**config.mk**
```make
export PLATFORM = sky130hd
export DESIGN_NAME = humidity_temp_calibrate
export DESIGN_NICKNAME = d
export VERILOG_FILES = /design/src/design/hcal_pkg.sv /design/src/design/hcal_front.sv /design/src/design/hcal_fifo.sv /design/src/design/hcal_back.sv /design/src/design/humidity_temp_calibrate.sv
export SDC_FILE = /design/constraint.sdc
export NUM_CORES = 2
export LEC_CHECK = 0
export BUFFER_PORTS_ARGS = -buffer_cell sky130_fd_sc_hd__buf_2
export CELL_PAD_IN_SITES_DETAIL_PLACEMENT = 0
export CELL_PAD_IN_SITES_GLOBAL_PLACEMENT = 2
export CORE_UTILIZATION = 42
export CTS_CLUSTER_DIAMETER = 80
export DETAILED_ROUTE_END_ITERATION = 8
export MAX_ROUTING_LAYER = met4
export PLACE_DENSITY_LB_ADDON = 0.1
export REMOVE_ABC_BUFFERS = 1
export SETUP_SLACK_MARGIN = 0.05
export SLEW_MARGIN = 25
export SYNTH_ARGS = -nofsm -noshare
export SYNTH_HDL_FRONTEND = slang
export SYNTH_HIERARCHICAL = 1
export SYNTH_SLANG_ARGS = --single-unit
```
**constraint.sdc**
```tcl
create_clock -name clk -period 6.55 [get_ports clk]
set_input_delay 0.9825 -clock clk [delete_from_list [all_inputs] [get_ports clk]]
set_output_delay 0.9825 -clock clk [all_outputs]
set_load 0.005 [all_outputs]
```
**src/design/hcal_pkg.sv**
```systemverilog
// ----------------------------------------------------------------------------
// hcal_pkg
// Shared types, constants and register map for the humidity/temperature
// calibration block.
// ----------------------------------------------------------------------------
package hcal_pkg;

  localparam int HUM_DIGITS  = 1;
  localparam int TEMP_DIGITS = 1;

  function automatic int pow10(input int digits);
    int p;
    p = 1;
    for (int i = 0; i < 6; i++) begin
      if (i < digits) begin
        p = p * 10;
      end
    end
    return p;
  endfunction

  localparam int HUM_SCALE  = pow10(HUM_DIGITS);
  localparam int TEMP_SCALE = pow10(TEMP_DIGITS);
  localparam int MAX_SCALE  = (HUM_SCALE > TEMP_SCALE) ? HUM_SCALE : TEMP_SCALE;
  localparam int HUM_TOP    = 100 * HUM_SCALE;

  // interpolation numerator before scaling stays inside +/- 2^27
  localparam int BASE_W    = 28;
  localparam int NUM_MAG_W = BASE_W - 1 + $clog2(MAX_SCALE);
  localparam int DIV_W     = 19;
  localparam int CNT_W     = $clog2(NUM_MAG_W + 1);
  localparam int FIFO_DEPTH = 2;
  localparam int FIFO_PTR_W = (FIFO_DEPTH > 1) ? $clog2(FIFO_DEPTH) : 1;
  localparam int FIFO_CNT_W = $clog2(FIFO_DEPTH + 1);

  localparam int ADDR_W = 5;
  localparam int DATA_W = 32;

  localparam logic ACT_HUM  = 1'b0;
  localparam logic ACT_TEMP = 1'b1;

  localparam logic [1:0] STATUS_OK    = 2'd0;
  localparam logic [1:0] STATUS_CLAMP = 2'd1;
  localparam logic [1:0] STATUS_ZERO  = 2'd2;

  localparam logic [2:0] REG_TEMP_CAL_LOW  = 3'd0;
  localparam logic [2:0] REG_TEMP_CAL_HIGH = 3'd1;
  localparam logic [2:0] REG_TEMP_RAW_LOW  = 3'd2;
  localparam logic [2:0] REG_TEMP_RAW_HIGH = 3'd3;
  localparam logic [2:0] REG_HUM_CAL_LOW   = 3'd4;
  localparam logic [2:0] REG_HUM_CAL_HIGH  = 3'd5;
  localparam logic [2:0] REG_HUM_RAW_LOW   = 3'd6;
  localparam logic [2:0] REG_HUM_RAW_HIGH  = 3'd7;

  typedef struct packed {
    logic               action;
    logic signed [15:0] raw_sample;
  } in_item_t;

  typedef struct packed {
    logic signed [15:0] scaled_value;
    logic [1:0]         status;
  } out_item_t;

  typedef struct packed {
    logic [9:0]         temp_cal_low_x8;
    logic [9:0]         temp_cal_high_x8;
    logic signed [15:0] temp_raw_low;
    logic signed [15:0] temp_raw_high;
    logic [7:0]         hum_cal_low_x2;
    logic [7:0]         hum_cal_high_x2;
    logic signed [15:0] hum_raw_low;
    logic signed [15:0] hum_raw_high;
  } hcal_cfg_t;

  typedef struct packed {
    logic                 action;
    logic                 zero;
    logic                 neg;
    logic [NUM_MAG_W-1:0] num_mag;
    logic [DIV_W-1:0]     div_mag;
  } hcal_job_t;

endpackage

```
**src/design/hcal_front.sv**
```systemverilog
// ----------------------------------------------------------------------------
// hcal_front
// Accepts samples, selects the calibration set and forms the scaled
// numerator and divisor magnitudes over three stalling stages.
// ----------------------------------------------------------------------------
module hcal_front (
  input  logic                clk,
  input  logic                rst_n,
  input  logic                in_valid,
  output logic                in_ready,
  input  hcal_pkg::in_item_t  in_data,
  input  hcal_pkg::hcal_cfg_t cfg,
  output logic                job_valid,
  input  logic                job_ready,
  output hcal_pkg::hcal_job_t job
);
  import hcal_pkg::*;

  logic advance;

  logic               s1_valid_r, s1_valid_nxt;
  logic               s1_action_r;
  logic signed [16:0] s1_dx_r;
  logic signed [10:0] s1_dc_r;
  logic [9:0]         s1_c0_r;
  logic signed [16:0] s1_span_r;

  logic               s2_valid_r, s2_valid_nxt;
  logic               s2_action_r;
  logic signed [16:0] s2_span_r;
  logic signed [BASE_W-1:0] s2_p1_r;
  logic signed [BASE_W-1:0] s2_p2_r;

  logic      s3_valid_r, s3_valid_nxt;
  hcal_job_t s3_job_r;

  logic signed [15:0] sel_r0;
  logic signed [15:0] sel_r1;
  logic [9:0]         sel_c0;
  logic [9:0]         sel_c1;
  logic signed [16:0] dx;
  logic signed [16:0] span;
  logic signed [10:0] dc;

  logic signed [BASE_W-1:0]  num;
  logic signed [NUM_MAG_W:0] num_ext;
  logic signed [NUM_MAG_W:0] scale;
  logic signed [NUM_MAG_W:0] scaled;
  logic signed [NUM_MAG_W:0] scaled_abs;
  logic [16:0]               span_abs;
  hcal_job_t                 job_nxt;

  assign advance  = !s3_valid_r || job_ready;
  assign in_ready = advance;

  always_comb begin
    if (in_data.action == ACT_TEMP) begin
      sel_r0 = cfg.temp_raw_low;
      sel_r1 = cfg.temp_raw_high;
      sel_c0 = cfg.temp_cal_low_x8;
      sel_c1 = cfg.temp_cal_high_x8;
    end else begin
      sel_r0 = cfg.hum_raw_low;
      sel_r1 = cfg.hum_raw_high;
      sel_c0 = {2'b00, cfg.hum_cal_low_x2};
      sel_c1 = {2'b00, cfg.hum_cal_high_x2};
    end
    dx   = 17'(in_data.raw_sample) - 17'(sel_r0);
    span = 17'(sel_r1) - 17'(sel_r0);
    dc   = $signed({1'b0, sel_c1}) - $signed({1'b0, sel_c0});
  end

  assign s1_valid_nxt = advance ? (in_valid && in_ready) : s1_valid_r;
  assign s2_valid_nxt = advance ? s1_valid_r : s2_valid_r;
  assign s3_valid_nxt = advance ? s2_valid_r : s3_valid_r;

  always_ff @(posedge clk) begin
    if (!rst_n) begin
      s1_valid_r <= 1'b0;
      s2_valid_r <= 1'b0;
      s3_valid_r <= 1'b0;
    end else begin
      s1_valid_r <= s1_valid_nxt;
      s2_valid_r <= s2_valid_nxt;
      s3_valid_r <= s3_valid_nxt;
    end
  end

  always_comb begin
    num        = s2_p1_r + s2_p2_r;
    num_ext    = (NUM_MAG_W + 1)'(num);
    scale      = (s2_action_r == ACT_TEMP) ? (NUM_MAG_W + 1)'(TEMP_SCALE)
                                           : (NUM_MAG_W + 1)'(HUM_SCALE);
    scaled     = num_ext * scale;
    scaled_abs = scaled[NUM_MAG_W] ? -scaled : scaled;
    span_abs   = s2_span_r[16] ? 17'(-s2_span_r) : 17'(s2_span_r);

    job_nxt.action  = s2_action_r;
    job_nxt.zero    = (s2_span_r == '0);
    job_nxt.neg     = scaled[NUM_MAG_W] ^ s2_span_r[16];
    job_nxt.num_mag = scaled_abs[NUM_MAG_W-1:0];
    if (s2_action_r == ACT_TEMP) begin
      job_nxt.div_mag = {span_abs[15:0], 3'b000};
    end else begin
      job_nxt.div_mag = {2'b00, span_abs[15:0], 1'b0};
    end
  end

  always_ff @(posedge clk) begin
    if (advance) begin
      s1_action_r <= in_data.action;
      s1_dx_r     <= dx;
      s1_dc_r     <= dc;
      s1_c0_r     <= sel_c0;
      s1_span_r   <= span;

      s2_action_r <= s1_action_r;
      s2_span_r   <= s1_span_r;
      s2_p1_r     <= BASE_W'(s1_dx_r * s1_dc_r);
      s2_p2_r     <= BASE_W'($signed({1'b0, s1_c0_r}) * s1_span_r);

      s3_job_r    <= job_nxt;
    end
  end

  assign job_valid = s3_valid_r;
  assign job       = s3_job_r;

endmodule

```
**src/design/hcal_fifo.sv**
```systemverilog
// ----------------------------------------------------------------------------
// hcal_fifo
// Short job queue that decouples the front stages from the divider.
// ----------------------------------------------------------------------------
module hcal_fifo (
  input  logic                clk,
  input  logic                rst_n,
  input  logic                wr_valid,
  output logic                wr_ready,
  input  hcal_pkg::hcal_job_t wr_data,
  output logic                rd_valid,
  input  logic                rd_ready,
  output hcal_pkg::hcal_job_t rd_data
);
  import hcal_pkg::*;

  hcal_job_t             mem_r [FIFO_DEPTH];
  logic [FIFO_PTR_W-1:0] wr_ptr_r, wr_ptr_nxt;
  logic [FIFO_PTR_W-1:0] rd_ptr_r, rd_ptr_nxt;
  logic [FIFO_CNT_W-1:0] cnt_r, cnt_nxt;
  logic                  push;
  logic                  pop;

  assign wr_ready = (cnt_r != FIFO_CNT_W'(FIFO_DEPTH));
  assign rd_valid = (cnt_r != '0);
  assign rd_data  = mem_r[rd_ptr_r];
  assign push     = wr_valid && wr_ready;
  assign pop      = rd_valid && rd_ready;

  always_comb begin
    wr_ptr_nxt = wr_ptr_r;
    rd_ptr_nxt = rd_ptr_r;
    cnt_nxt    = cnt_r;
    if (push) begin
      wr_ptr_nxt = (wr_ptr_r == FIFO_PTR_W'(FIFO_DEPTH - 1)) ? '0 : wr_ptr_r + 1'b1;
    end
    if (pop) begin
      rd_ptr_nxt = (rd_ptr_r == FIFO_PTR_W'(FIFO_DEPTH - 1)) ? '0 : rd_ptr_r + 1'b1;
    end
    if (push && !pop) begin
      cnt_nxt = cnt_r + 1'b1;
    end else if (pop && !push) begin
      cnt_nxt = cnt_r - 1'b1;
    end
  end

  always_ff @(posedge clk) begin
    if (!rst_n) begin
      wr_ptr_r <= '0;
      rd_ptr_r <= '0;
      cnt_r    <= '0;
    end else begin
      wr_ptr_r <= wr_ptr_nxt;
      rd_ptr_r <= rd_ptr_nxt;
      cnt_r    <= cnt_nxt;
    end
  end

  always_ff @(posedge clk) begin
    if (push) begin
      mem_r[wr_ptr_r] <= wr_data;
    end
  end

endmodule

```
**src/design/hcal_back.sv**
```systemverilog
// ----------------------------------------------------------------------------
// hcal_back
// Radix-2 restoring divider, then clamp or saturate and hold the result
// in the output register.
// ----------------------------------------------------------------------------
module hcal_back (
  input  logic                 clk,
  input  logic                 rst_n,
  input  logic                 job_valid,
  output logic                 job_ready,
  input  hcal_pkg::hcal_job_t  job,
  output logic                 out_valid,
  input  logic                 out_ready,
  output hcal_pkg::out_item_t  out_data
);
  import hcal_pkg::*;

  logic                 busy_r, busy_nxt;
  logic [CNT_W-1:0]     cnt_r, cnt_nxt;
  logic [DIV_W-1:0]     rem_r, rem_nxt;
  logic [NUM_MAG_W-1:0] quo_r, quo_nxt;
  logic                 act_r, neg_r, zero_r;
  logic [DIV_W-1:0]     div_r;
  logic                 out_valid_r, out_valid_nxt;
  out_item_t            out_data_r, out_data_nxt;

  logic [DIV_W:0] trial;
  logic           fits;
  logic           finish;
  logic           take;
  out_item_t      res;

  assign job_ready = !busy_r;
  assign take      = job_valid && job_ready;
  assign finish    = busy_r && (cnt_r == '0) && (!out_valid_r || out_ready);

  assign trial = {rem_r, quo_r[NUM_MAG_W-1]};
  assign fits  = (trial >= {1'b0, div_r});

  always_comb begin
    res.scaled_value = '0;
    res.status       = STATUS_OK;
    if (zero_r) begin
      res.status = STATUS_ZERO;
    end else if (act_r == ACT_HUM) begin
      if (neg_r && (quo_r != '0)) begin
        res.status = STATUS_CLAMP;
      end else if (quo_r > NUM_MAG_W'(HUM_TOP)) begin
        res.scaled_value = 16'(HUM_TOP);
        res.status       = STATUS_CLAMP;
      end else begin
        res.scaled_value = quo_r[15:0];
      end
    end else if (neg_r) begin
      if (quo_r > NUM_MAG_W'(32768)) begin
        res.scaled_value = 16'sh8000;
        res.status       = STATUS_CLAMP;
      end else begin
        res.scaled_value = -quo_r[15:0];
      end
    end else begin
      if (quo_r > NUM_MAG_W'(32767)) begin
        res.scaled_value = 16'sh7fff;
        res.status       = STATUS_CLAMP;
      end else begin
        res.scaled_value = quo_r[15:0];
      end
    end
  end

  always_comb begin
    busy_nxt      = busy_r;
    cnt_nxt       = cnt_r;
    rem_nxt       = rem_r;
    quo_nxt       = quo_r;
    out_valid_nxt = out_valid_r;
    out_data_nxt  = out_data_r;
    if (out_valid_r && out_ready) begin
      out_valid_nxt = 1'b0;
    end
    if (take) begin
      busy_nxt = 1'b1;
      cnt_nxt  = CNT_W'(NUM_MAG_W);
      rem_nxt  = '0;
      quo_nxt  = job.num_mag;
    end else if (busy_r && (cnt_r != '0)) begin
      cnt_nxt = cnt_r - 1'b1;
      rem_nxt = fits ? DIV_W'(trial - {1'b0, div_r}) : trial[DIV_W-1:0];
      quo_nxt = {quo_r[NUM_MAG_W-2:0], fits};
    end else if (finish) begin
      busy_nxt      = 1'b0;
      out_valid_nxt = 1'b1;
      out_data_nxt  = res;
    end
  end

  always_ff @(posedge clk) begin
    if (!rst_n) begin
      busy_r      <= 1'b0;
      cnt_r       <= '0;
      out_valid_r <= 1'b0;
    end else begin
      busy_r      <= busy_nxt;
      cnt_r       <= cnt_nxt;
      out_valid_r <= out_valid_nxt;
    end
  end

  always_ff @(posedge clk) begin
    rem_r      <= rem_nxt;
    quo_r      <= quo_nxt;
    out_data_r <= out_data_nxt;
    if (take) begin
      act_r  <= job.action;
      neg_r  <= job.neg;
      zero_r <= job.zero;
      div_r  <= job.div_mag;
    end
  end

  assign out_valid = out_valid_r;
  assign out_data  = out_data_r;

endmodule

```
**src/design/humidity_temp_calibrate.sv**
```systemverilog
// ----------------------------------------------------------------------------
// humidity_temp_calibrate
// Path: three front stages, then the job queue, then the radix-2 divider
//   and its output register, from input beat to output beat.
// The divider takes one job at a time; later jobs wait in the queue and front.
// Reset: rst_n synchronous active low; clears all calibration registers to 0
//   and empties the pipeline, queue and output register.
// ----------------------------------------------------------------------------
module humidity_temp_calibrate (
  input  logic                          clk,
  input  logic                          rst_n,
  input  logic                          in_valid,
  output logic                          in_ready,
  input  hcal_pkg::in_item_t            in_data,
  output logic                          out_valid,
  input  logic                          out_ready,
  output hcal_pkg::out_item_t           out_data,
  input  logic                          psel,
  input  logic                          penable,
  input  logic                          pwrite,
  input  logic [hcal_pkg::ADDR_W-1:0]   paddr,
  input  logic [hcal_pkg::DATA_W-1:0]   pwdata,
  output logic [hcal_pkg::DATA_W-1:0]   prdata,
  output logic                          pready
);
  import hcal_pkg::*;

  hcal_cfg_t cfg_r, cfg_nxt;
  logic      wr_en;
  logic [2:0] reg_idx;

  logic      f_valid, f_ready;
  hcal_job_t f_job;
  logic      b_valid, b_ready;
  hcal_job_t b_job;

  assign pready  = 1'b1;
  assign wr_en   = psel && penable && pwrite && pready;
  assign reg_idx = paddr[4:2];

  always_comb begin
    cfg_nxt = cfg_r;
    if (wr_en) begin
      case (reg_idx)
        REG_TEMP_CAL_LOW:  cfg_nxt.temp_cal_low_x8  = pwdata[9:0];
        REG_TEMP_CAL_HIGH: cfg_nxt.temp_cal_high_x8 = pwdata[9:0];
        REG_TEMP_RAW_LOW:  cfg_nxt.temp_raw_low     = pwdata[15:0];
        REG_TEMP_RAW_HIGH: cfg_nxt.temp_raw_high    = pwdata[15:0];
        REG_HUM_CAL_LOW:   cfg_nxt.hum_cal_low_x2   = pwdata[7:0];
        REG_HUM_CAL_HIGH:  cfg_nxt.hum_cal_high_x2  = pwdata[7:0];
        REG_HUM_RAW_LOW:   cfg_nxt.hum_raw_low      = pwdata[15:0];
        REG_HUM_RAW_HIGH:  cfg_nxt.hum_raw_high     = pwdata[15:0];
        default: ;
      endcase
    end
  end

  always_ff @(posedge clk) begin
    if (!rst_n) begin
      cfg_r <= '0;
    end else begin
      cfg_r <= cfg_nxt;
    end
  end

  always_comb begin
    case (reg_idx)
      REG_TEMP_CAL_LOW:  prdata = {22'd0, cfg_r.temp_cal_low_x8};
      REG_TEMP_CAL_HIGH: prdata = {22'd0, cfg_r.temp_cal_high_x8};
      REG_TEMP_RAW_LOW:  prdata = {16'd0, cfg_r.temp_raw_low};
      REG_TEMP_RAW_HIGH: prdata = {16'd0, cfg_r.temp_raw_high};
      REG_HUM_CAL_LOW:   prdata = {24'd0, cfg_r.hum_cal_low_x2};
      REG_HUM_CAL_HIGH:  prdata = {24'd0, cfg_r.hum_cal_high_x2};
      REG_HUM_RAW_LOW:   prdata = {16'd0, cfg_r.hum_raw_low};
      REG_HUM_RAW_HIGH:  prdata = {16'd0, cfg_r.hum_raw_high};
      default:           prdata = '0;
    endcase
  end

  hcal_front u_front (
    .clk       (clk),
    .rst_n     (rst_n),
    .in_valid  (in_valid),
    .in_ready  (in_ready),
    .in_data   (in_data),
    .cfg       (cfg_r),
    .job_valid (f_valid),
    .job_ready (f_ready),
    .job       (f_job)
  );

  hcal_fifo u_fifo (
    .clk      (clk),
    .rst_n    (rst_n),
    .wr_valid (f_valid),
    .wr_ready (f_ready),
    .wr_data  (f_job),
    .rd_valid (b_valid),
    .rd_ready (b_ready),
    .rd_data  (b_job)
  );

  hcal_back u_back (
    .clk       (clk),
    .rst_n     (rst_n),
    .job_valid (b_valid),
    .job_ready (b_ready),
    .job       (b_job),
    .out_valid (out_valid),
    .out_ready (out_ready),
    .out_data  (out_data)
  );

endmodule

```
==> impl_metrics.py <==
metrics = {
    "logic_synthesis": {
        "synth_warnings": 6,
        "synth_cell_types": 100,
        "synth-edff-count": 358,
        "synth_area_um2": 39800,
        "async_flop_share": 0,
        "avgSynthCellArea_um2": 10.0,
        "ys_seq_area_frac": 0.338,
        "ys_ff_latch": 492,
        "syn_inst": 3967,
        "synth_ff_type": "edfxtp_1",
    },
    "power": {
        "p_comb_frac": 0.416,
        "p_sw_mw": 5.18,
        "p_leak_nw": 18.7,
        "sw_frac_of_total": 0.377,
        "pwr-share-seq": 0.344,
        "internal_power_mw": 8.55,
        "peakVddDrop_mv": 0.231,
        "clkPwrFrac": 0.239,
        "power_density_nw_per_um2": 313,
    },
    "cells_and_area": {
        "antenna_cells": 0,
        "area_growth_pct": 10.3,
        "fillers": 9107,
        "nets": 4699,
        "final_cells": 5348,
        "drive_above_1_share": 0.103,
    },
    "grt": {
        "grt_first_pass_wirelength_um": 156000,
        "grt_start_max_net_pins": 127,
        "antenna_found_initial": 0,
        "gr-total-overflow": 0,
        "grt_pass1_vias": 27700,
        "grt_usage": 0.212,
    },
    "worst_hold_path": {
        "whs_path_depth": 0,
        "min_from": "u_front/job[50]",
        "min_path_type": "flip-flop to flip-flop",
    },
    "routing": {
        "drt-vias-per-instance": 5.09,
        "drtIter0Drc": 1519,
        "ant_nets": 0,
        "routedWlPerCell_um": 18.0,
        "num_vias": 27200,
        "drtPass1Iterations": 5,
        "wirelength_um": 96500,
        "drc_errors": 0,
    },
    "cts": {
        "clk_pin_slew_ps": 60,
        "cts.path.max_buffers": 3,
        "htree_levels": 2,
        "clk_latency_ps": 660,
        "cts_tree": "done",
        "clockRootBuffer": "clkbuf_16",
        "cts_buffers": 59,
        "clock_sinks": 492,
        "cts_hold_buf": 0,
    },
    "floorplan": {
        "rows": 112,
        "die_h_um": 310,
        "die_w_um": 310,
        "start_util": 0.425,
        "core_area_um2": 93600,
        "die-area_um2": 95900,
        "io_pins": 114,
    },
    "sta": {
        "finalHoldViolations": 0,
        "worst_slack_ps": 419,
        "grt_setup_unrepaired": "no",
        "setup_viol": 0,
        "tightest_slew_ps": 1010,
        "tns_ps": 0,
        "drv_slew": 0,
        "final.setup_skew_ps": 36.4,
        "post-route-min-period_ps": 6130,
        "hold_slack_ps": 431,
        "relSlewSlack": 0.311,
        "fmax_mhz": 163,
        "fin_crit_sh": 0.936,
    },
    "worst_setup_path": {
        "criticalPathCategory": "flip-flop to flip-flop",
        "worstPathRequired_ps": 6950,
        "critPathMaxFanout": 8,
        "critPathArrivalTime_ps": 6530,
        "endpoint_kind": "flip-flop",
        "r2r_cells": 20,
        "crit_start": "u_front/s1_span_r[8]",
        "crit-reg2reg-launch": "u_front/s1_span_r[8]",
        "start_kind": "flip-flop",
    },
    "run_status": {
        "status": "finished clean",
    },
    "placement": {
        "hpwl_um": 73200,
        "pre_cts_ws_ps": 37.0,
        "io_buffer_count": 78,
        "placed_cells": 5227,
        "gp_congestion": 0.868,
    },
    "run": {
        "drv_cap": 0,
    },
}
state kept, by name, indices dropped and copies added (netlist names), 18 cells and up, named ones only:
name,flops
u_fifo/mem_r,106
cfg_r,100
u_front/job,51
u_back/quo_r,31
u_front/s2_p1_r,28
u_front/s2_p2_r,28
u_back/div_r,19
u_back/rem_r,19
u_back/out_data,18
what timing repair did:
item,in CTS,in global routing
pin swaps,0,2
hold endpoints to repair,0,0
setup buffers,0,11
resized for setup,1,10
setup endpoints to repair,1,32
final timing paths:
check | to | slack [ps]
max reg2reg | u_front/s2_p2_r[27] | 420
max | u_front/s2_p2_r[27] | 420
min reg2reg | u_fifo/mem_r[0][50] | 430
min | u_fifo/mem_r[0][50] | 430
power groups by stage:
stage               sequential, mW  combinational (mW)  clock, mW
detailed placement            4.81                5.71          0
floorplan                     4.65                4.26          0
CTS                           4.75                5.76       3.40
global placement              4.79                5.72          0
global route                  4.81                6.49       3.51
finish                        4.73                5.71       3.29
cells in the final DEF (no fill, tap or decap), types with 48 or more instances in the layout:
| master | instances |
|---|---|
| a21boi_0 | 78 |
| a21o_1 | 52 |
| a21oi_1 | 140 |
| and2_1 | 222 |
| buf_2 | 78 |
| buf_4 | 93 |
| clkbuf_16 | 60 |
| dfxtp_1 | 133 |
| edfxtp_1 | 358 |
| fa_1 | 330 |
| ha_1 | 263 |
| inv_1 | 468 |
| mux2_2 | 83 |
| mux2i_1 | 64 |
| nand2_1 | 500 |
| nor2_1 | 190 |
| nor2b_1 | 48 |
| o21ai_0 | 145 |
| xnor2_1 | 126 |
| xor2_1 | 63 |
stage by stage:
step / utilization / total power, mW / area (um2)
2_1_floorplan: - / 8.91 / 39000
3_3_place_gp: 0.446 / 10.5 / 41700
3_5_place_dp: 0.446 / 10.5 / 41800
4_1_cts: 0.467 / 13.9 / 43700
5_1_grt: 0.469 / 14.8 / 43900
6_report: 0.469 / 13.7 / 43900
cell families after synthesis:
kind of cell | share of synthesized area
AO/OA/AOI/OAI | 0.119
other | 0.000283
multiplexers | 0.0438
XOR/XNOR | 0.0416
flip-flops | 0.338
AND/OR/NAND/NOR | 0.144
adder cells (fa/ha/maj) | 0.249
buffers and inverters | 0.0647
cells in the mapped netlist (8+ instances only):
library cell  count  share of area
nand4_1          16         0.0025
a21oi_1         141          0.018
fa_1            330           0.17
dfxtp_1         134          0.067
buf_4            26         0.0049
clkbuf_1        123          0.012
nand3_1          32         0.0040
nor2b_1          48         0.0076
o32ai_1           8         0.0018
a211oi_1         17         0.0032
nand2_1         500          0.047
and2_1          222          0.035
nand2b_1         35         0.0055
a31oi_1          25         0.0039
o21a_1           20         0.0038
or4_1             9         0.0017
ha_1            263          0.083
o21ai_1           8         0.0010
inv_1           471          0.044
mux2_2           83          0.024
o211ai_1         21         0.0040
o22ai_1          12         0.0019
a21boi_1         20         0.0038
or2_2            10         0.0016
a21o_1           52         0.0098
o21ai_0         148          0.019
xor2_1           63          0.014
mux2i_1          67          0.017
a221oi_1         16         0.0035
a21boi_0         78          0.015
nor3_1           37         0.0047
buf_2            19         0.0024
edfxtp_1        358           0.27
o21bai_1         18         0.0034
or3_1            14         0.0022
o31ai_1          13         0.0025
and3_1           22         0.0035
xnor2_1         126          0.028
nor2_1          190          0.018
final cells by class:
class | instances | area [um2] | share of cell area
multi-input cells | 2840 | 23900 | 0.545
flip-flops and latches | 492 | 13400 | 0.306
inverters | 474 | 1790 | 0.0407
clock buffers | 80 | 1620 | 0.0369
well taps | 1254 | 1570 | 0.0358
repair buffers | 178 | 1230 | 0.0280
clock inverters | 30 | 344 | 0.00784
routing by layer:
metal  GRT usage  share of wire  vias to the layer above
li1            -              -                    13500
met1       0.284           0.47                    13200
met2       0.349           0.48                      346
met3      0.0264          0.029                       91
met4      0.0380          0.015                        0
met5           -              0                        -
critical path: stages (launching register included):
cell and delay [ps]:
edfxtp_1 590, buf_4 210, nand2_1 60, fa_1 460, fa_1 510, inv_1 50, fa_1 480, fa_1 540
fa_1 500, ha_1 350, a21o_1 170, a21oi_1 180, and3_1 200, a21oi_1 110, o31ai_1 220, buf_4 160
a21oi_1 70, or4_1 520, a31o_2 260, a21oi_1 170, xnor2_1 80
No activity file was read; power rests on OpenSTA's default activity.
